### src/rtl/block_mean_pixelate_macros.svh
// Assertion macros for the block_mean_pixelate design.
// Each macro expects signals named clk and rst in the scope where it is used.
`ifndef BLOCK_MEAN_PIXELATE_MACROS_SVH
`define BLOCK_MEAN_PIXELATE_MACROS_SVH

`ifndef SYNTHESIS

// Same-cycle implication, checked at every rising edge outside reset.
`define BMP_ASSERT_IMPLY(lbl, ante, cons, msg) \
  lbl: assert property (@(posedge clk) disable iff (rst) (ante) |-> (cons)) else $error(msg);

// Next-cycle implication, checked at every rising edge outside reset.
`define BMP_ASSERT_NEXT(lbl, ante, cons, msg) \
  lbl: assert property (@(posedge clk) disable iff (rst) (ante) |=> (cons)) else $error(msg);

`else

`define BMP_ASSERT_IMPLY(lbl, ante, cons, msg)
`define BMP_ASSERT_NEXT(lbl, ante, cons, msg)

`endif

`endif

### src/rtl/bmp_pkg.sv
`timescale 1ns / 1ps

package bmp_pkg;

  // Widths fixed by the field and register definitions.
  localparam int unsigned CHAN_W   = 8;
  localparam int unsigned POS_W    = 12;
  localparam int unsigned EXT_W    = 13;
  localparam int unsigned SIDE_W   = 7;
  localparam int unsigned SUM_W    = 20;
  localparam int unsigned TALLY_W  = 13;
  localparam int unsigned STEP_W   = $clog2(SUM_W);
  localparam int unsigned CFG_IDX_W = 2;
  localparam int unsigned CFG_DAT_W = 13;

  localparam int unsigned IN_TDATA_W  = 32;
  localparam int unsigned OUT_TDATA_W = 72;

  // Default sizing.
  localparam int unsigned MAX_BLOCKS_ACROSS_DEF = 256;
  localparam int unsigned MAX_BLOCK_SIDE_DEF    = 64;
  localparam int unsigned QUEUE_DEPTH           = 4;

  // Frame extent limit and reset values.
  localparam logic [EXT_W-1:0]  FRAME_MAX       = 13'd4096;
  localparam logic [EXT_W-1:0]  WIDTH_RESET     = 13'd640;
  localparam logic [EXT_W-1:0]  HEIGHT_RESET    = 13'd480;
  localparam logic [SIDE_W-1:0] BLOCK_RESET     = 7'd10;

  // Configuration register indexes.
  localparam logic [CFG_IDX_W-1:0] REG_FRAME_WIDTH  = 2'd0;
  localparam logic [CFG_IDX_W-1:0] REG_FRAME_HEIGHT = 2'd1;
  localparam logic [CFG_IDX_W-1:0] REG_BLOCK_SIZE   = 2'd2;

  // One classified pixel on its way from the front end to the accumulator.
  typedef struct packed {
    logic [CHAN_W-1:0] red;
    logic [CHAN_W-1:0] green;
    logic [CHAN_W-1:0] blue;
    logic [CHAN_W-1:0] alpha;
    logic              first;
    logic              last;
    logic [POS_W-1:0]  col;
    logic [POS_W-1:0]  row;
    logic [SIDE_W-1:0] cw;
    logic [SIDE_W-1:0] ch;
  } bmp_item_t;

  // One accumulator memory word.
  typedef struct packed {
    logic [SUM_W-1:0]   red;
    logic [SUM_W-1:0]   green;
    logic [SUM_W-1:0]   blue;
    logic [SUM_W-1:0]   alpha;
    logic [TALLY_W-1:0] tally;
  } bmp_acc_t;

  // One finished block.
  typedef struct packed {
    logic [POS_W-1:0]  block_col;
    logic [POS_W-1:0]  block_row;
    logic [CHAN_W-1:0] mean_red;
    logic [CHAN_W-1:0] mean_green;
    logic [CHAN_W-1:0] mean_blue;
    logic [CHAN_W-1:0] mean_alpha;
    logic [SIDE_W-1:0] clip_width;
    logic [SIDE_W-1:0] clip_height;
  } bmp_result_t;

  typedef enum logic [1:0] {
    BK_IDLE,
    BK_ACC,
    BK_DIV,
    BK_DONE
  } bmp_back_state_t;

  // Zero acts as one, and anything above the frame limit saturates.
  function automatic logic [EXT_W-1:0] clamp_extent(input logic [EXT_W-1:0] v);
    logic [EXT_W-1:0] r;
    if (v == '0) begin
      r = 13'd1;
    end else if (v > FRAME_MAX) begin
      r = FRAME_MAX;
    end else begin
      r = v;
    end
    return r;
  endfunction

endpackage

### src/rtl/bmp_front.sv
`timescale 1ns / 1ps

module bmp_front
  import bmp_pkg::*;
#(
  parameter int unsigned MAX_BLOCKS_ACROSS = MAX_BLOCKS_ACROSS_DEF,
  parameter int unsigned MAX_BLOCK_SIDE    = MAX_BLOCK_SIDE_DEF,
  localparam int unsigned SLOT_W = (MAX_BLOCKS_ACROSS > 1) ? $clog2(MAX_BLOCKS_ACROSS) : 1
) (
  input  logic                 clk,
  input  logic                 rst,
  input  logic                 cfg_valid,
  output logic                 cfg_ready,
  input  logic [CFG_IDX_W-1:0] cfg_index,
  input  logic [CFG_DAT_W-1:0] cfg_data,
  input  logic                 pix_valid,
  input  logic [CHAN_W-1:0]    pix_red,
  input  logic [CHAN_W-1:0]    pix_green,
  input  logic [CHAN_W-1:0]    pix_blue,
  input  logic [CHAN_W-1:0]    pix_alpha,
  input  logic                 queue_full,
  output logic                 pix_ready,
  output logic                 push,
  output bmp_item_t            push_item,
  output logic [SLOT_W-1:0]    push_slot
);

  logic [EXT_W-1:0]  frame_w;
  logic [EXT_W-1:0]  frame_h;
  logic [SIDE_W-1:0] side;
  logic [POS_W-1:0]  x_pos;
  logic [POS_W-1:0]  y_pos;
  logic [SIDE_W-1:0] x_in;
  logic [SIDE_W-1:0] y_in;
  logic [POS_W-1:0]  col;
  logic [POS_W-1:0]  row;
  logic [POS_W-1:0]  col_start;
  logic [POS_W-1:0]  row_start;
  logic [SLOT_W-1:0] slot;

  logic [EXT_W-1:0]  rem_w;
  logic [EXT_W-1:0]  rem_h;
  logic [SIDE_W-1:0] cw;
  logic [SIDE_W-1:0] ch;
  logic [SIDE_W:0]   x_in_inc;
  logic [SIDE_W:0]   y_in_inc;
  logic              x_wrap;
  logic              y_wrap;
  logic              row_end;
  logic              frame_end;
  logic              cfg_hit;
  logic [SIDE_W-1:0] side_clamped;

  // Nothing is taken while reset is held.
  assign cfg_ready = !rst;
  assign pix_ready = !rst && !queue_full;
  assign push      = pix_valid && pix_ready;

  // Clipped block extent: the block side, or what is left of the frame.
  assign rem_w = frame_w - {1'b0, col_start};
  assign rem_h = frame_h - {1'b0, row_start};
  assign cw    = (rem_w < {{(EXT_W-SIDE_W){1'b0}}, side}) ? rem_w[SIDE_W-1:0] : side;
  assign ch    = (rem_h < {{(EXT_W-SIDE_W){1'b0}}, side}) ? rem_h[SIDE_W-1:0] : side;

  assign x_in_inc  = {1'b0, x_in} + 1'b1;
  assign y_in_inc  = {1'b0, y_in} + 1'b1;
  assign x_wrap    = (x_in_inc >= {1'b0, side});
  assign y_wrap    = (y_in_inc >= {1'b0, side});
  assign row_end   = ({1'b0, x_pos} + 1'b1 >= frame_w);
  assign frame_end = ({1'b0, y_pos} + 1'b1 >= frame_h);

  always_comb begin
    push_item.red   = pix_red;
    push_item.green = pix_green;
    push_item.blue  = pix_blue;
    push_item.alpha = pix_alpha;
    push_item.first = (x_in == '0) && (y_in == '0);
    push_item.last  = (x_in_inc == {1'b0, cw}) && (y_in_inc == {1'b0, ch});
    push_item.col   = col;
    push_item.row   = row;
    push_item.cw    = cw;
    push_item.ch    = ch;
    push_slot       = slot;
  end

  always_comb begin
    if (cfg_data[SIDE_W-1:0] == '0) begin
      side_clamped = 7'd1;
    end else if ({2'b00, cfg_data[SIDE_W-1:0]} > 9'(MAX_BLOCK_SIDE)) begin
      side_clamped = SIDE_W'(MAX_BLOCK_SIDE);
    end else begin
      side_clamped = cfg_data[SIDE_W-1:0];
    end
  end

  assign cfg_hit = cfg_valid && (cfg_index == REG_FRAME_WIDTH ||
                   cfg_index == REG_FRAME_HEIGHT || cfg_index == REG_BLOCK_SIZE);

  always_ff @(posedge clk) begin
    if (rst) begin
      frame_w <= WIDTH_RESET;
      frame_h <= HEIGHT_RESET;
      side    <= BLOCK_RESET;
    end else if (cfg_valid) begin
      unique case (cfg_index)
        REG_FRAME_WIDTH:  frame_w <= clamp_extent(cfg_data);
        REG_FRAME_HEIGHT: frame_h <= clamp_extent(cfg_data);
        REG_BLOCK_SIZE:   side    <= side_clamped;
        default: ;
      endcase
    end
  end

  always_ff @(posedge clk) begin
    if (rst || cfg_hit) begin
      x_pos     <= '0;
      y_pos     <= '0;
      x_in      <= '0;
      y_in      <= '0;
      col       <= '0;
      row       <= '0;
      col_start <= '0;
      row_start <= '0;
      slot      <= '0;
    end else if (push) begin
      if (row_end) begin
        x_pos     <= '0;
        x_in      <= '0;
        col       <= '0;
        col_start <= '0;
        slot      <= '0;
        if (frame_end) begin
          y_pos     <= '0;
          y_in      <= '0;
          row       <= '0;
          row_start <= '0;
        end else begin
          y_pos <= y_pos + 1'b1;
          if (y_wrap) begin
            y_in      <= '0;
            row       <= row + 1'b1;
            row_start <= y_pos + 1'b1;
          end else begin
            y_in <= y_in_inc[SIDE_W-1:0];
          end
        end
      end else begin
        x_pos <= x_pos + 1'b1;
        if (x_wrap) begin
          x_in      <= '0;
          col       <= col + 1'b1;
          col_start <= x_pos + 1'b1;
          slot      <= (slot == SLOT_W'(MAX_BLOCKS_ACROSS - 1)) ? '0 : slot + 1'b1;
        end else begin
          x_in <= x_in_inc[SIDE_W-1:0];
        end
      end
    end
  end

endmodule

### config.mk
export PLATFORM = sky130hd
export DESIGN_NAME = bmp_front
export DESIGN_NICKNAME = d
export VERILOG_FILES = /design/src/rtl/block_mean_pixelate_macros.svh /design/src/rtl/bmp_pkg.sv /design/src/rtl/bmp_front.sv
export SDC_FILE = /design/constraint.sdc
export NUM_CORES = 1
export LEC_CHECK = 0
export BUFFER_PORTS_ARGS = -buffer_cell sky130_fd_sc_hd__buf_2
export CORE_ASPECT_RATIO = 0.8
export CORE_MARGIN = 4
export CORE_UTILIZATION = 41
export CTS_CLUSTER_DIAMETER = 120
export DETAILED_ROUTE_END_ITERATION = 12
export SLEW_MARGIN = 30
export SYNTH_ARGS = -nofsm -noshare
export SYNTH_HDL_FRONTEND = slang
export SYNTH_SLANG_ARGS = --single-unit
### constraint.sdc
create_clock -name clk -period 5.8 [get_ports clk]
set_clock_uncertainty 0.1 [all_clocks]
set_input_delay 0.58 -clock clk [delete_from_list [all_inputs] [get_ports clk]]
set_output_delay 0.58 -clock clk [all_outputs]
set_load 0.005 [all_outputs]
# Word level (Yosys, flattened, before mapping)

Index checks and enable logic that the tools add are counted.

Register bits: 127
Input port bits: 52
Word-level logic and storage cells: 82

$add $sub $neg: 11
Order comparisons: 8
Equality and inequality tests: 5
Mux-type cells: 23
Reduce and logical (&&, ||, !) cells: 23

Operators by type and width:

| kind                    | count |
|---|---|
| $mux W12                | 10 |
| $mux W7                 | 8 |
| $add A12 B1 Y12 const B | 4 |
| $add A12 B1 Y13 const B | 2 |
| $ge A13 B13 Y1          | 2 |
| $lt A13 B7 Y1           | 2 |
| $mux W13                | 2 |
| $sub A13 B12 Y13        | 2 |
| $mux W8                 | 3 |
| $logic_not A7 Y1        | 3 |
| $add A7 B1 Y8 const B   | 2 |
| $eq A8 B7 Y1            | 2 |
| $ge A8 B7 Y1            | 2 |
| $gt A13 B13 Y1 const B  | 1 |
| $logic_not A13 Y1       | 1 |
| $reduce_and A2 Y1       | 5 |
| $add A8 B1 Y8 const B   | 1 |
| $eq A8 B8 Y1 const B    | 1 |
| $gt A7 B7 Y1 const B    | 1 |
| $logic_and A1 B1 Y1     | 5 |
| $reduce_bool A2 Y1      | 2 |
| $logic_or A1 B1 Y1      | 3 |
| $reduce_and A3 Y1       | 1 |
| $eq A2 B1 Y1 const B    | 1 |
| other kinds (3)         | 4 |

# Longest topological paths before layout

Depth in word-level cells: 5
Gate-level depth with buffers: 19
Depth with buffers taken out: 19

# Worst setup path before layout

No wires, ideal clock.

Path kind: flip-flop to output port
Start point: register frame_h[0]
End point: output push_item[38] in the netlist's numbering
Arrival time: 3.773 ns
Required time: 5.120 ns
Slack: 1.347 ns
Stages on the path, launching flop included: 20
Buffers on the path: 0
Cells stage by stage: dfxtp_1 > inv_1 > ha_1 > inv_1 > fa_1 > a21oi_1 > inv_1 > a21oi_1 > xnor2_1 > ha_1 > a21oi_1 > o22ai_1 > nor4_1 > o21ai_1 > a2111oi_4 > nand4_4 > mux2_4 > xor2_1 > or3_1 > nor4_2

RTL lines:

| item                   | RTL line         | source |
|---|---|---|
| start, declared        | bmp_front.sv:29  | `logic [EXT_W-1:0] frame_h;` |
| start signal, assigned | bmp_front.sv:107 | `REG_FRAME_HEIGHT: frame_h <= clamp_extent(cfg_data);` |
| end, declared          | bmp_front.sv:24  | `output bmp_item_t push_item,` |

==> summary.md <==
| Metric | Value |
|---|---|
| # port buffers | `70` |
| Netlist cell types | `70` |
| Final TNS setup | `0 ps` |
| EDFF count, synth | `0` |
| Final #Nets | `around 1300` |
| CTS tree | `yes` |
| Sink Count | `about 130` |
| Reg2Reg Setup Slack | `approximately 1300 ps` |
| Syn Area/Cell | `between 7 and 8 um^2` |
| Hold WS | `~350 ps` |
| Status | `completed` |
| Placer's final routability congestion estimate | `0.846` |
| Highest Clock Rate | `0.185 GHz` |
| Register clock-pin slew on the reported worst setup and hold paths | `60 ps` |
| Std cell rows | `47` |
| Final Non-Filler Cells | `1419` |
| Slew headroom | `43.3%` |
| Logic gate share of total power | `8.3%` |
| Post-Layout Inst Area | `0.00978 mm^2` |
| Clk buf depth | `2` |
| Mux share of post-synthesis cell area | `2.83%` |
| Detailed Place HPWL | `17.4 mm` |
| Arr. time, crit path | `4730 ps` |
| Cts hold-fix bufs | `0` |
| Post-Syn Area | `0.00879 mm^2` |
| Final setup fails | `0` |
| Worst-margin pin slew | `approximately 850 ps` |
| First-pass iteration count of the detailed router | `5` |
| MaxCap Viol Count | `0` |
| Crit path launch | `frame_w[0]$_SDFFE_PP0P_` |
| Flops & latches, synth | `127` |
| Largest family of logic cells by synthesized area | `simple AND/OR/NAND/NOR gates` |
| Gr usage total | `19.6%` |
| Pwr/cell area | `224 mW/mm^2` |
| Pre-CTS setup slack | `786 ps` |
| Wire length of the first global-routing pass | `38.0 mm` |
| Max-slew violations | `0` |
| Ports | `between 100 and 150` |
| Worst setup slack after layout | `385 ps` |
| Syn Inst Count | `1110` |
| Reg-to-reg critical path startpoint | `y_pos[0]$_SDFFE_PP0P_` |
| # DRC | `0` |
| Die area | `0.0239 mm^2` |
| FILL cells | `2045` |
| Crit path cell chain | `inv_1 > ha_1 > inv_1 > fa_1 > a21oi_1 > nor2b_1 > nor2_1 > xnor2_1 > ha_1 > a21o_1 > a21o_1 > a21oi_1 > o221ai_1 > a211oi_1 > nand4_1 > mux2_2 > xnor2_1 > nand4_1 > nor4_4 > buf_2` |
| WP data required | `5120 ps` |
| NetSw | `544 uW` |
| Post-synthesis compound-gate area fraction | `~16%` |
| Post-synthesis xor/xnor area fraction | `8.07%` |
| GRT overflow | `0` |
| Clock root cell | `clkbuf_16` |
| Leakage | `4.14 nW` |
| CP max-delay cell | `mux2_2` |
| Total CTS buffers | `17` |
| Largest net degree at the start of global routing | `36` |
| Clk_lat worst skew | `420 ps` |
| Final min period | `5410 ps` |
| Routed vias | `7657` |
| Core area | `about 0.021 mm^2` |
| Initial Util | `between 40% and 50%` |
| Hold Vio Cnt, Final | `0` |
| Critical Path End Type | `primary output` |
| R2r endpoint | `row_start[3]$_SDFFE_PP0P_` |
| P&R area growth vs syn | `11.2%` |
| Synth Flop Type | `dfxtp_1` |
| Post-route ant nets | `0` |
| Clock power frac | `51.2%` |
| H-tree level count | `4` |
| Adder-Cell Fraction of Synth Area | `between 10% and 20%` |
| Vias in the first global route | `7235` |
| Die Y | `between 100 and 150 um` |
| Min-delay worst type | `flip-flop to flip-flop` |
| Post-Synth Simple-Gate Area | `24.2%` |
| Post-Syn Nets | `1249` |
| Fin crit share | `93.4%` |
| Sw Ratio | `24.8%` |
| Routed length per instance | `~16 um` |
| RSZ-0062 raised after global routing | `no` |
| DR iter-0 viols | `553` |
| Vias/cell | `5.40` |
| Reg2Reg Depth | `13` |
| Ys async rst share | `0%` |
| Detailed Route WL | `roughly 23 mm` |
| Antenna Diode Count | `0` |
| Element type at the critical path start | `flip-flop` |
| Seq pwr share | `between 40 and 50%` |
| Sequential fraction of the synthesis area | `28.9%` |
| Die Wd | `172 um` |
| Synthesis warning total | `0` |
| Dpl cell area | `just over 0.009 mm^2` |
| CP Class | `flip-flop to primary output` |
| Max Fanout on Critical Path | `7` |
| VDD IR max | `182 uV` |
| Initial antenna violation count | `0` |
| Critical path's largest stage delay | `460 ps` |
| Worst setup path endpoint | `push_item[38]` |
| Share of cells above drive strength 1 | `12.5%` |
| Cell-internal power | `1.65 mW` |
| Cells after DPL | `~1400` |
[synth_stat cells, types with 3 or more instances]
cell      instances  area [um^2]
a211o_1           3         26.3
a211oi_1          5         37.5
a21o_1           30          225
a21oi_1         110          551
a22oi_1           4         30.0
a31oi_1           6         37.5
and2_1            4         25.0
and3_1           24          150
and4_1            6         52.6
buf_2             3         15.0
buf_4            32          240
clkbuf_1         33          124
dfxtp_1         127         2540
ha_1             85         1060
inv_1            75          282
mux2_2           11          124
mux2i_1          11          110
nand2_1         119          447
nand2b_1         10         62.6
nand3_1          51          255
nand3b_1         11         82.6
nand4_1          13         81.3
nand4b_1          3         26.3
nor2_1           96          360
nor2b_1          10         62.6
nor3_1           27          135
nor3b_1           8         60.1
nor4_1            7         43.8
o211ai_1          5         37.5
o21ai_0          24          120
o21ai_1           7         35.0
o22ai_1           5         31.3
o311ai_0          3         26.3
or2_2             3         18.8
or3_1            12         75.1
or3b_1            4         35.0
xnor2_1          43          377
xor2_1           38          333
[worst min path at each step]
stage                                   start                   endpoint  slack [ps]  cells past startpoint
floorplan           row_start[2]$_SDFFE_PP0P_  row_start[2]$_SDFFE_PP0P_         330                      2
global placement    col_start[8]$_SDFFE_PP0P_  col_start[8]$_SDFFE_PP0P_         340                      2
detailed placement  row_start[5]$_SDFFE_PP0P_  row_start[5]$_SDFFE_PP0P_         350                      2
CTS                              cfg_data[11]   frame_w[11]$_SDFFE_PP0P_         350                      3
global route                     cfg_data[10]   frame_w[10]$_SDFFE_PP0P_         360                      3
finish              row_start[6]$_SDFFE_PP0P_  row_start[6]$_SDFFE_PP0P_         350                      2
[sequential cells by signal (all words and copies together) (netlist names)]
name	cells
col	12
frame_w	13
y_in	7
frame_h	13
side	7
y_pos	12
push_slot	8
row	12
x_in	7
x_pos	12
row_start	12
col_start	12
[timing repair]
action	4_1_cts	5_1_grt
setup endpoints to repair	0	1
gates resized for setup	0	1
buffers inserted	0	2
[stage by stage]
step	power [mW]	utilization (%)
after global routing	2.28	46.9
final	2.19	46.9
after detailed placement	1.08	43.8
after floorplan	1.04	-
after global placement	1.08	43.8
after CTS	2.21	46.7
[power groups by stage]
stage	Clock [mW]	Combinational (mW)	Sequential [mW]
after CTS	1.15	0.178	0.887
after global routing	1.19	0.200	0.888
after detailed placement	0	0.176	0.907
after global placement	0	0.176	0.907
final	1.12	0.181	0.888
after floorplan	0	0.141	0.904
[placed cells by master (no fill, tap or decap), drive strengths merged, types with 4 or more instances in the layout]
cell,instances
a2111oi,4
a211oi,5
a21o,30
a21oi,113
a22oi,4
a31oi,6
and2,4
and3,24
and4,6
buf,80
clkbuf,20
clkinvlp,5
dfxtp,127
ha,85
inv,77
mux2,12
mux2i,11
nand2,119
nand2b,10
nand3,51
nand3b,11
nand4,14
nor2,96
nor2b,10
nor3,29
nor3b,9
nor4,8
o211ai,5
o21ai,31
o22ai,5
or3,12
or3b,6
xnor2,43
xor2,38
[cell families after synthesis]
| family | count (synthesis) |
|---|---|
| simple gates | 422 |
| compound gates | 222 |
| buf+inv | 148 |
| flops | 127 |
| fa+ha+maj | 87 |
| xor+xnor | 81 |
| mux | 23 |
[metal layers]
layer,global-route usage [%],up-vias,part of all wire [%]
met5,0,-,0
met4,4.30,0,0.84
met3,5.90,18,8.2
met2,26.4,193,39
met1,30.4,3550,52
li1,-,3896,-
[cell type report]
class	instances	area (um^2)	area share, %
Clock buffer	20	457	4.67
Clock inverter	12	159	1.62
Multi-Input combinational cell	835	5580	57.0
Sequential cell	127	2540	26.0
Tap cell	269	337	3.44
Inverter	76	285	2.92
Timing Repair Buffer	80	425	4.35
[critical path, delay by kind of cell (launching register included)]
family | cells | cell delay (ps)
flip-flops | 1 | 320
AO/OA/AOI/OAI | 6 | 1030
adder cells (fa/ha/maj) | 3 | 830
AND/OR/NAND/NOR | 5 | 1100
buffers and inverters | 3 | 280
multiplexers | 1 | 460
XOR/XNOR | 2 | 310
Power figures use the tool's default switching activity.
