File: config.mk
export PLATFORM = sky130hd
export DESIGN_NAME = bmp_fifo
export DESIGN_NICKNAME = d
export VERILOG_FILES = /design/src/rtl/block_mean_pixelate_macros.svh /design/src/rtl/bmp_fifo.sv
export SDC_FILE = /design/constraint.sdc
export NUM_CORES = 1
export LEC_CHECK = 0
export ABC_AREA = 1
export BUFFER_PORTS_ARGS = -buffer_cell sky130_fd_sc_hd__buf_2
export CAP_MARGIN = 10
export CORE_MARGIN = 8
export CORE_UTILIZATION = 30
export CTS_CLUSTER_DIAMETER = 200
export CTS_CLUSTER_SIZE = 8
export DETAILED_ROUTE_END_ITERATION = 10
export PLACE_DENSITY_LB_ADDON = 0.12
export SYNTH_ARGS = -nofsm -noshare
export SYNTH_HDL_FRONTEND = slang
export SYNTH_SLANG_ARGS = --single-unit
File: constraint.sdc
create_clock -name clk -period 2.8 [get_ports clk]
set_input_delay 0.14 -clock clk [delete_from_list [all_inputs] [get_ports clk]]
set_output_delay 0.14 -clock clk [all_outputs]
set_load 0.1 [all_outputs]
File: src/rtl/block_mean_pixelate_macros.svh
// Assertion macros for the block_mean_pixelate design.
// Each macro expects signals named clk and rst in the scope where it is used.
`ifndef BLOCK_MEAN_PIXELATE_MACROS_SVH
`define BLOCK_MEAN_PIXELATE_MACROS_SVH

`ifndef SYNTHESIS

// Same-cycle implication, checked at every rising edge outside reset.
`define BMP_ASSERT_IMPLY(lbl, ante, cons, msg) \
  lbl: assert property (@(posedge clk) disable iff (rst) (ante) |-> (cons)) else $error(msg);

// Next-cycle implication, checked at every rising edge outside reset.
`define BMP_ASSERT_NEXT(lbl, ante, cons, msg) \
  lbl: assert property (@(posedge clk) disable iff (rst) (ante) |=> (cons)) else $error(msg);

`else

`define BMP_ASSERT_IMPLY(lbl, ante, cons, msg)
`define BMP_ASSERT_NEXT(lbl, ante, cons, msg)

`endif

`endif

File: src/rtl/bmp_fifo.sv
`timescale 1ns / 1ps

module bmp_fifo #(
  parameter int unsigned WIDTH = 8,
  parameter int unsigned DEPTH = 4,
  localparam int unsigned PW = (DEPTH > 1) ? $clog2(DEPTH) : 1
) (
  input  logic             clk,
  input  logic             rst,
  input  logic             push,
  input  logic [WIDTH-1:0] push_data,
  input  logic             pop,
  output logic [WIDTH-1:0] head,
  output logic             full,
  output logic             empty
);

  logic [WIDTH-1:0] slots [DEPTH];
  logic [PW-1:0]    wr_ptr;
  logic [PW-1:0]    rd_ptr;
  logic [PW:0]      count;

  assign full  = (count == (PW+1)'(DEPTH));
  assign empty = (count == '0);
  assign head  = slots[rd_ptr];

  always_ff @(posedge clk) begin
    if (rst) begin
      wr_ptr <= '0;
      rd_ptr <= '0;
      count  <= '0;
    end else begin
      if (push) begin
        wr_ptr <= (wr_ptr == PW'(DEPTH - 1)) ? '0 : wr_ptr + 1'b1;
      end
      if (pop) begin
        rd_ptr <= (rd_ptr == PW'(DEPTH - 1)) ? '0 : rd_ptr + 1'b1;
      end
      if (push && !pop) begin
        count <= count + 1'b1;
      end else if (pop && !push) begin
        count <= count - 1'b1;
      end
    end
  end

  always_ff @(posedge clk) begin
    if (push) begin
      slots[wr_ptr] <= push_data;
    end
  end

endmodule

**Word-level counts from Yosys, hierarchy flattened**

Memories as Yosys holds them, arrays and structs flattened. A register that Yosys moved wholly into a read port is not among the register bits.
Index checks and enable logic that the tools add are counted.

- $add $sub $neg: 4
- Equal/unequal tests: 3
- Multiplexer cells: 8
- Reduce and logical (&&, ||, !) cells: 6

Operator list:

| operator | number |
|---|---|
| $mux W2 | 4 |
| $mux W3 | 2 |
| $add A2 B1 Y2 const B | 2 |
| $eq A2 B2 Y1 const B | 2 |
| $add A3 B1 Y3 const B | 1 |
| $eq A3 B3 Y1 const B | 1 |
| $logic_not A3 Y1 | 1 |
| $sub A3 B1 Y3 const B | 1 |
| $logic_and A1 B1 Y1 | 2 |
| $logic_not A1 Y1 | 2 |
| $mux W1 | 2 |
| $reduce_bool A2 Y1 | 1 |

- Flip-flop bits (word level): 7
- RAM bits: 32
- Input bits: 12
- Output and inout bits: 10
- Word-level logic and storage cells: 25
- Memories: 1

Memories:

| memory | depth | width | read ports | clocked after Yosys merged registers in | wr ports | RTL line | text |
|---|---|---|---|---|---|---|---|
| slots | 4 | 8 | 1 | 1 | 1 | bmp_fifo.sv:18 | `logic [WIDTH-1:0] slots [DEPTH];` |

**Logic depth before layout (Yosys ltp)**

Gate-level depths: netlist of the first run.

- Word-level depth: 4
- Depth in mapped cells: 10
- Mapped depth without buffers: 10

**Worst setup path after synthesis of the first run**

Ideal clock, no wire load.

- Path kind: register -> output
- Start point: reg count[0]
- End point: out empty
- Arrival: 2,418 ps
- Required time: 2,660 ps
- Slack: 242 ps
- Cell stages (with the launch flop): 2
- Buffers on the path: 0
- Cell sequence: dfxtp_1 nor3_1

- Cells in the longest elaborated chain, start to end: 1

Ends and longest elaborated chain:

| item | RTL line | text |
|---|---|---|
| start, declared | bmp_fifo.sv:21 | `logic [PW:0] count;` |
| start signal, assigned | bmp_fifo.sv:40 | `count <= count + 1'b1;` |
| start signal, assigned | bmp_fifo.sv:42 | `count <= count - 1'b1;` |
| $logic_not A3 Y1 | bmp_fifo.sv:24 | `assign empty = (count == '0);` |
| end, declared | bmp_fifo.sv:15 | `output logic empty` |

No other way between the ends.

==> impl_metrics.csv, run 1 <==
group,metric,value,unit
status,outcome,"complete, no violations",
grt,track_usage,0.0837,
cts,cts_root_buf,"clkbuf_8",
synthesis,yosys_warnings,0,
synthesis,ys_ff_latch,41,
timing,min_period,1.98,ns
cts,clk_latency,0.29,ns
timing,setup_viol,0,
drt,wl_per_cell,13.7,um
setup_path,crit_path_max_fanout,17,
pwr,power.leakage,0.766,nW
synthesis,synth.net_count,154,
grt,first_global_vias,1104,
cts,post_cts_buffers,0,
synthesis,ys_seq_area_frac,0.691,
pwr,vdd_drop_max,0.272,mV
placement,placedCellCount,226,
grt,grt_max_degree,18,
placement,placed_cell_area,1820,um2
timing,timing.final.ws_setup,0.823,ns
synthesis,synth_top_area_frac,0.582,
cts,cts_buffers,5,
timing,relSlewSlack,0.640,
timing,rsz0062_at_grt,"no",
cts,cts_sinks,41,
floorplanning,io_pins,22,
timing,finClkSkew,0.00674,ns
floorplanning,rows,27,
drt,vias,1041,
timing,tightest_slew,0.540,ns
setup_path,cp-start-kind,"flip-flop",
cts,postCtsHoldBufs,0,
placement,dp_slack,1.12,ns
cells_and_area,fin_cells,234,
drt,drcViolationCount,0,
placement,portBuffers,21,
grt,grt-ovfl-total,0,
drt,via_per_inst,4.45,
min_path,worstHoldStart,"push_data[7]",
cells_and_area,fin_area,1930,um2
synthesis,synth_area,1650,um2
timing,hold_violations,0,
synthesis,synth-main-ff-cell,"edfxtp_1",
cells_and_area,drive_above_1_share,0.204,
cts,max-clock-path-buffers,2,
floorplanning,dieHeight,90.2,um
grt,grt_pass1_wl,5.36,mm
timing,post-route-period-util,0.706,
grt,antenna_found_initial,0,
cts,clkTransAtPathRegs,0.08,ns
setup_path,r2r_start,"wr_ptr[0]",
drt,drtAntennaViolNets,0,
setup_path,endpoint_kind,"output port",
setup_path,crit_arrival,1.84,ns
setup_path,worstSetupPathType,"reg2out",
synthesis,synth_edf_count,32,
floorplanning,die_w,90.2,um
timing,max_freq,506,MHz
cells_and_area,diodes,0,
cts,postCtsResizedCells,0,
cts,htree_levels,2,
pwr,p_per_area,766,nW/um2
min_path,hp-class,"in2reg",
cells_and_area,nNetsFinal,180,
drt,first_iter_violations,60,
synthesis,async_flop_share,0,
floorplanning,core-area,5410,um2
cells_and_area,area_growth_syn_to_layout,17.0,%
placement,hpwlAfterDp,2.26,mm
synthesis,yosysTopAreaCell,"edfxtp_1",
synthesis,ys_types,19,
pwr,power,1.48,mW
job,maxCapViolCount,0,
floorplanning,die_area,8140,um2
drt,drt_pass1_iterations,4,
synthesis,synthCells,135,
setup_path,worstPathRequired,2.66,ns
cts,cts_tree,"yes",
timing,tns,0,ns
floorplanning,start_util,0.306,
drt,wl,3.21,mm
synthesis,avgSynthCellArea,12.2,um2
timing,drv_slew,0,
placement,gp_congestion,0.698,
synthesis,yosys-top-cells-area,"edfxtp_1 58%, dfxtp_1 11%, nor2_1 5.0%",
[stage by stage]
stage / hold slack (ns) / utilization
global route: 0.0572 / 0.357
detailed placement: 0.364 / 0.338
global placement: 0.351 / 0.338
floorplan: 0.212 / -
CTS: 0.0551 / 0.357
finish: 0.0672 / 0.357
[sequential cells by signal, summed over array words and instances, names as in the netlist, named ones only]
name,cells
rd_ptr,2
slots,32
wr_ptr,2
count,3
[cell families after synthesis]
logic type,count (synthesis),share of synthesized area
DFF,41,0.691
and+or+nand+nor,38,0.0947
AOI/OAI and AO/OA,30,0.102
buffers and inverters,18,0.0500
adders and majority gates,7,0.0576
xor gates and xnor gates,1,0.00530
[cell usage in the layout (no fill, tap or decap), drive strengths merged, types with 3 or more instances in the layout]
master,count
ha,6
nor2,24
buf,21
nand2,8
dfxtp,9
inv,16
o22ai,8
clkbuf,6
edfxtp,32
o21ai,19
a21oi,3
nor3,4
[synth_stat cells (2+ instances only)]
library cell / instances
a21oi_1: 3
buf_6: 2
dfxtp_1: 9
edfxtp_1: 32
ha_1: 6
inv_1: 15
nand2_1: 8
nor2_1: 22
nor2_2: 2
nor3_1: 4
o21ai_0: 15
o21ai_1: 2
o21ai_2: 2
o22ai_1: 8
[critical path, cell delays in order, from the launching register on]
cell and delay (ns):
dfxtp_1 0.48, inv_2 0.32, o21ai_0 0.12, o22ai_1 0.16, buf_2 0.46
[layer usage]
metal  up-vias  routed length (um)  global-route usage
met2        24                1570               0.144
met5         -                   0                   0
li1        520                   -                   -
met4         0                  45              0.0374
met3         6                 176              0.0299
met1       491                1420              0.0901
[report_power, final]
| group | switching (mW) | leakage [nW] | internal, mW |
|---|---|---|---|
| Combinational | 0.250 | 0.342 | 0.0569 |
| Sequential | 0.0244 | 0.369 | 0.690 |
| Clock | 0.194 | 0.0552 | 0.264 |
| Total | 0.468 | 0.766 | 1.01 |
[final timing paths]
check                end  slack (ns)  cells after the start
max reg2reg  slots[3][0]        1.48                      3
max              head[1]        0.82                      4
min          slots[1][7]        0.07                      1
min reg2reg    wr_ptr[1]        0.54                      2
[layout make-up]
type	count	area, um2
well taps	72	90.1
clock inverters	2	35.0
repair buffers	21	105
fillers	551	3470
flip-flops and latches	41	1140
inverters	16	60.1
multi-input cells	76	428
clock buffers	6	72.6
(Power assumes the default switching activity.)
==> run 2, diff against run 1 <==
--- a/config.mk
+++ b/config.mk
@@ -5,7 +5,7 @@
 export SDC_FILE = /design/constraint.sdc
 export NUM_CORES = 1
 export LEC_CHECK = 0
-export ABC_AREA = 1
+export ABC_AREA = 0
 export BUFFER_PORTS_ARGS = -buffer_cell sky130_fd_sc_hd__buf_2
 export CAP_MARGIN = 10
 export CORE_MARGIN = 8
==> constraint.sdc (replaced) <==
create_clock -name clk -period 2 [get_ports clk]
set_input_delay 0.1 -clock clk [delete_from_list [all_inputs] [get_ports clk]]
set_output_delay 0.1 -clock clk [all_outputs]
set_load 0.1 [all_outputs]
==> impl_metrics.csv, run 2 <==
group,metric,value,unit
placement,hpwlAfterDp,1.97,mm
placement,gp_congestion,0.725,
grt,first_global_vias,879,
drt,wl,2.81,mm
timing,drv_slew,0,
cts,cts_sinks,41,
setup_path,crit_arrival,1.63,ns
cells_and_area,final_common_cell,"edfxtp_1",
floorplanning,die_area,7920,um2
min_path,worstHoldStart,"push_data[6]",
min_path,hp-class,"in2reg",
synthesis,synth_top_area_frac,0.601,
setup_path,endpoint_kind,"output port",
timing,hold_slack,0.0332,ns
floorplanning,io_pins,22,
cells_and_area,diodes,0,
setup_path,worstPathRequired,1.90,ns
pwr,vdd_drop_max,0.318,mV
synthesis,avgSynthCellArea,18.6,um2
pwr,power,1.92,mW
cells_and_area,area_growth_syn_to_layout,17.1,%
drt,wl_per_cell,15.3,um
timing,timing.final.ws_setup,0.265,ns
timing,post-route-period-util,0.867,
setup_path,slowest_delay,0.52,ns
synthesis,ys_ff_latch,41,
cts,cts_tree,"yes",
cts,postCtsHoldBufs,0,
setup_path,cp-start-kind,"flip-flop",
synthesis,ys_types,17,
timing,hold_violations,0,
drt,first_iter_violations,44,
floorplanning,dieHeight,89.0,um
cts,cts_root_buf,"clkbuf_8",
pwr,p_per_area,1030,nW/um2
drt,via_per_inst,4.36,
grt,antenna_found_initial,0,
timing,rsz0062_at_grt,"no",
timing,tns,0,ns
job,maxCapViolCount,0,
synthesis,synth_edf_count,32,
synthesis,synth_area,1600,um2
timing,setup_viol,0,
cts,max-clock-path-buffers,2,
grt,grt_pass1_wl,4.31,mm
floorplanning,start_util,0.311,
cts,htree_levels,2,
cells_and_area,reg_top3,"slots: 32 flops, count: 3 flops",
cells_and_area,nNetsFinal,132,
floorplanning,die_w,89.0,um
placement,dp_slack,0.355,ns
setup_path,crit_slowest_cell,"mux4_2",
setup_path,worstSetupPathType,"reg2out",
cells_and_area,fin_cells,184,
floorplanning,core-area,5140,um2
pwr,power.leakage,0.682,nW
synthesis,yosysTopAreaCell,"edfxtp_1",
timing,max_freq,577,MHz
setup_path,crit_path_max_fanout,8,
floorplanning,rows,26,
synthesis,synth.net_count,105,
synthesis,yosys_warnings,0,
grt,grt_max_degree,12,
synthesis,yosys-top-cells-area,"edfxtp_1 60%, dfxtp_1 11%, mux4_2 11%",
setup_path,crit_chain,"buf_4 -> mux4_2 -> buf_2",
placement,portBuffers,21,
timing,tightest_slew,0.495,ns
drt,vias,802,
status,outcome,"complete, no violations",
cts,postCtsResizedCells,0,
grt,track_usage,0.0779,
drt,drcViolationCount,0,
cells_and_area,regMostFlops,"slots",
cts,post_cts_buffers,0,
timing,finClkSkew,0.00271,ns
synthesis,synth-main-ff-cell,"edfxtp_1",
cts,clkTransAtPathRegs,0.07,ns
timing,min_period,1.73,ns
cts,clk_latency,0.28,ns
setup_path,r2r_start,"count[0]",
cells_and_area,drive_above_1_share,0.325,
grt,grt-ovfl-total,0,
drt,drt_pass1_iterations,4,
synthesis,ys_seq_area_frac,0.714,
placement,placedCellCount,176,
cells_and_area,layout_common_cells,"32 x edfxtp_1, 21 x buf_2, 9 x dfxtp_1, 8 x mux4_2, 7 x nor2_1",
synthesis,synthCells,86,
synthesis,synth_most_common_cell,"edfxtp_1",
drt,drtAntennaViolNets,0,
timing,relSlewSlack,0.672,
cells_and_area,largest_register_ffs,32,
cts,cts_buffers,5,
synthesis,async_flop_share,0,
synthesis,yosys-top-cells-count,"32 x edfxtp_1, 9 x dfxtp_1, 8 x mux4_2",
run 2: cell families (layout without fill, tap and decap cells):
logic type      after synthesis  after routing  share of synthesized area
compound gates                3              3                    0.00939
xor+xnor                      2              2                     0.0110
fa+ha+maj                     7              7                     0.0595
buf+inv                       6             34                     0.0196
flops                        41             41                      0.714
mux                          12             12                      0.138
simple gates                 15             15                     0.0485
run 2: layout make-up:
| type | count | area, um2 |
|---|---|---|
| fill | 527 | 3270 |
| sequential | 41 | 1140 |
| multi-input combinational | 39 | 435 |
| timing repair buffer | 22 | 113 |
| tap | 70 | 87.6 |
| clock buffer | 8 | 80.1 |
| inverter | 4 | 15.0 |
run 2: critical path: cells and delay by family, from the launching register on:
family	cells	cell delay, ns
multiplexers	1	0.52
buffers and inverters	2	0.51
flip-flops	1	0.31
run 2: report_power, final:
group          switching [mW]  internal (mW)  total [mW]  leakage [nW]
clock                   0.258          0.248       0.506        0.0395
sequential             0.0327          0.969        1.00         0.368
combinational           0.318         0.0995       0.417         0.275
run 2: worst paths after layout:
check	slack, ns	cells after the start	end
max	0.27	3	head[3]
min	0.03	1	slots[0][6]
max reg2reg	0.49	4	count[2]
min reg2reg	0.54	2	count[2]
run 2: metal layers:
layer  share of wire  up-vias  track usage
li1                -      378            -
met1            0.38      407       0.0762
met2            0.55       15        0.139
met3           0.061        2       0.0358
met4          0.0068        0       0.0317
met5               0        -            0
run 2: per-stage QoR:
stage / cell area, um2 / utilization
after CTS: 1870 / 0.364
after global routing: 1870 / 0.364
final: 1870 / 0.364
after floorplan: 1610 / -
after detailed placement: 1790 / 0.349
after global placement: 1790 / 0.349
==> run 3, diff against run 2 <==
--- a/config.mk
+++ b/config.mk
@@ -13,7 +13,6 @@
 export CTS_CLUSTER_DIAMETER = 200
 export CTS_CLUSTER_SIZE = 8
 export DETAILED_ROUTE_END_ITERATION = 10
-export PLACE_DENSITY_LB_ADDON = 0.12
 export SYNTH_ARGS = -nofsm -noshare
 export SYNTH_HDL_FRONTEND = slang
 export SYNTH_SLANG_ARGS = --single-unit
==> impl_metrics.csv, run 3 (synthesized netlist as in run 2, its figures left out) <==
group,metric,value,unit
timing,setup_viol,0,
timing,min_period,1.84,ns
timing,relSlewSlack,0.677,
setup_path,reg2reg_to,"count[2]",
floorplanning,start_util,0.311,
cells_and_area,reg_top3,"slots: 32 flops, count: 3 flops",
cts,post_cts_buffers,0,
cells_and_area,largest_register_ffs,32,
cells_and_area,regMostFlops,"slots",
setup_path,endpoint_kind,"output port",
cells_and_area,seq_area,1140,um2
cells_and_area,layout_common_cells,"32 x edfxtp_1, 21 x buf_2, 9 x dfxtp_1, 8 x mux4_2, 7 x nor2_1",
drt,wl,2.66,mm
timing,max_freq,544,MHz
floorplanning,io_pins,22,
floorplanning,die_area,7920,um2
placement,gp_congestion,0.633,
cts,postCtsResizedCells,0,
setup_path,r2r_start,"count[0]",
job,maxCapViolCount,0,
min_path,worstHoldStart,"push_data[1]",
placement,dp_slack,0.378,ns
grt,track_usage,0.0736,
timing,hold_violations,0,
grt,met3_usage,0.0313,
drt,first_iter_violations,38,
drt,vias,790,
cells_and_area,nNetsFinal,132,
setup_path,crit_arrival,1.74,ns
timing,rsz0062_at_grt,"no",
cells_and_area,final_common_cell,"edfxtp_1",
cells_and_area,multiInputGateArea,435,um2
cts,cts_tree,"yes",
pwr,p_per_area,1080,nW/um2
drt,wl_per_cell,14.4,um
timing,timing.final.ws_setup,0.163,ns
cells_and_area,diodes,0,
cells_and_area,fillCellCount,513,
setup_path,reg2reg_slack,0.48,ns
grt,use_met1,0.0817,
cts,clkTransAtPathRegs,0.08,ns
drt,via_per_inst,4.29,
grt,grt_max_degree,13,
pwr,power.leakage,0.696,nW
cells_and_area,postLayoutCoreUtil,0.369,
floorplanning,rows,26,
floorplanning,die_w,89.0,um
floorplanning,dieHeight,89.0,um
floorplanning,core-area,5140,um2
grt,grt-ovfl-total,0,
cts,cts_sinks,41,
status,outcome,"complete, no violations",
placement,hpwlAfterDp,1.93,mm
cts,clk_latency,0.28,ns
setup_path,crit_path_max_fanout,6,
cells_and_area,drive_above_1_share,0.333,
timing,tns,0,ns
grt,use_met2,0.119,
timing,finClkSkew,0.00500,ns
setup_path,worstSetupPathType,"reg2out",
min_path,hp-class,"in2reg",
cells_and_area,area_growth_syn_to_layout,18.8,%
grt,grt_pass1_wl,4.22,mm
cts,postCtsHoldBufs,0,
placement,portBuffers,21,
min_path,hold-path-endpoint,"slots[0][1]",
cts,cts_buffers,5,
drt,drtAntennaViolNets,0,
setup_path,cp-start-kind,"flip-flop",
min_path,whs_path_depth,1,
drt,drcViolationCount,0,
cts,max-clock-path-buffers,2,
cts,htree_levels,2,
grt,first_global_vias,841,
grt,busiest_layer,"met2",
timing,drv_slew,0,
timing,post-route-period-util,0.918,
grt,antenna_found_initial,0,
setup_path,worst-r2r-cell-count,4,
timing,tightest_slew,0.488,ns
setup_path,worstPathRequired,1.90,ns
drt,drt_pass1_iterations,4,
cts,cts_root_buf,"clkbuf_8",
pwr,vdd_drop_max,0.624,mV
[run 3: worst max-delay path, cell delays in order (launching register included)]
cell and delay, ns:
dfxtp_1 0.41, buf_4 0.22, mux4_2 0.52, buf_2 0.31
[run 3: cell type report]
| class | instances | share of cell area |
|---|---|---|
| sequential | 41 | 0.601 |
| timing repair buffer | 22 | 0.0593 |
| clock buffer | 6 | 0.0382 |
| tap | 70 | 0.0461 |
| clock inverter | 2 | 0.0178 |
| inverter | 4 | 0.00791 |
| multi-input combinational | 39 | 0.229 |
[run 3: how the worst max path moves through the flow]
stage | from | depth (start not counted) | end
2_1_floorplan | count[1] | 1 | full
3_3_place_gp | pop | 8 | count[2]
3_5_place_dp | pop | 8 | count[2]
4_1_cts | flip-flop | 3 | head[4]
5_1_grt | flip-flop | 3 | head[7]
6_report | flip-flop | 3 | head[4]
[run 3: routing by layer]
metal	up-vias	share of wire	wire length [um]
met2	24	0.48	1260
met3	7	0.079	211
met4	0	0.017	44
met1	382	0.43	1140
li1	377	-	-
met5	-	0	0
[run 3: power breakdown]
group	switching, mW	leakage, nW	internal [mW]
sequential	0.0349	0.368	0.969
clock	0.261	0.0528	0.368
combinational	0.315	0.275	0.0994
total	0.611	0.696	1.44
[run 3: through the flow]
step | cells | power [mW] | instance area, um2 | hold slack [ns]
after floorplan | 86 | 1.36 | 1610 | 0.169
after global placement | 176 | 1.43 | 1790 | 0.316
after detailed placement | 176 | 1.44 | 1790 | 0.322
after CTS | 184 | 2.07 | 1900 | 0.0195
after global routing | 184 | 2.13 | 1900 | 0.0169
final | 184 | 2.05 | 1900 | 0.0304
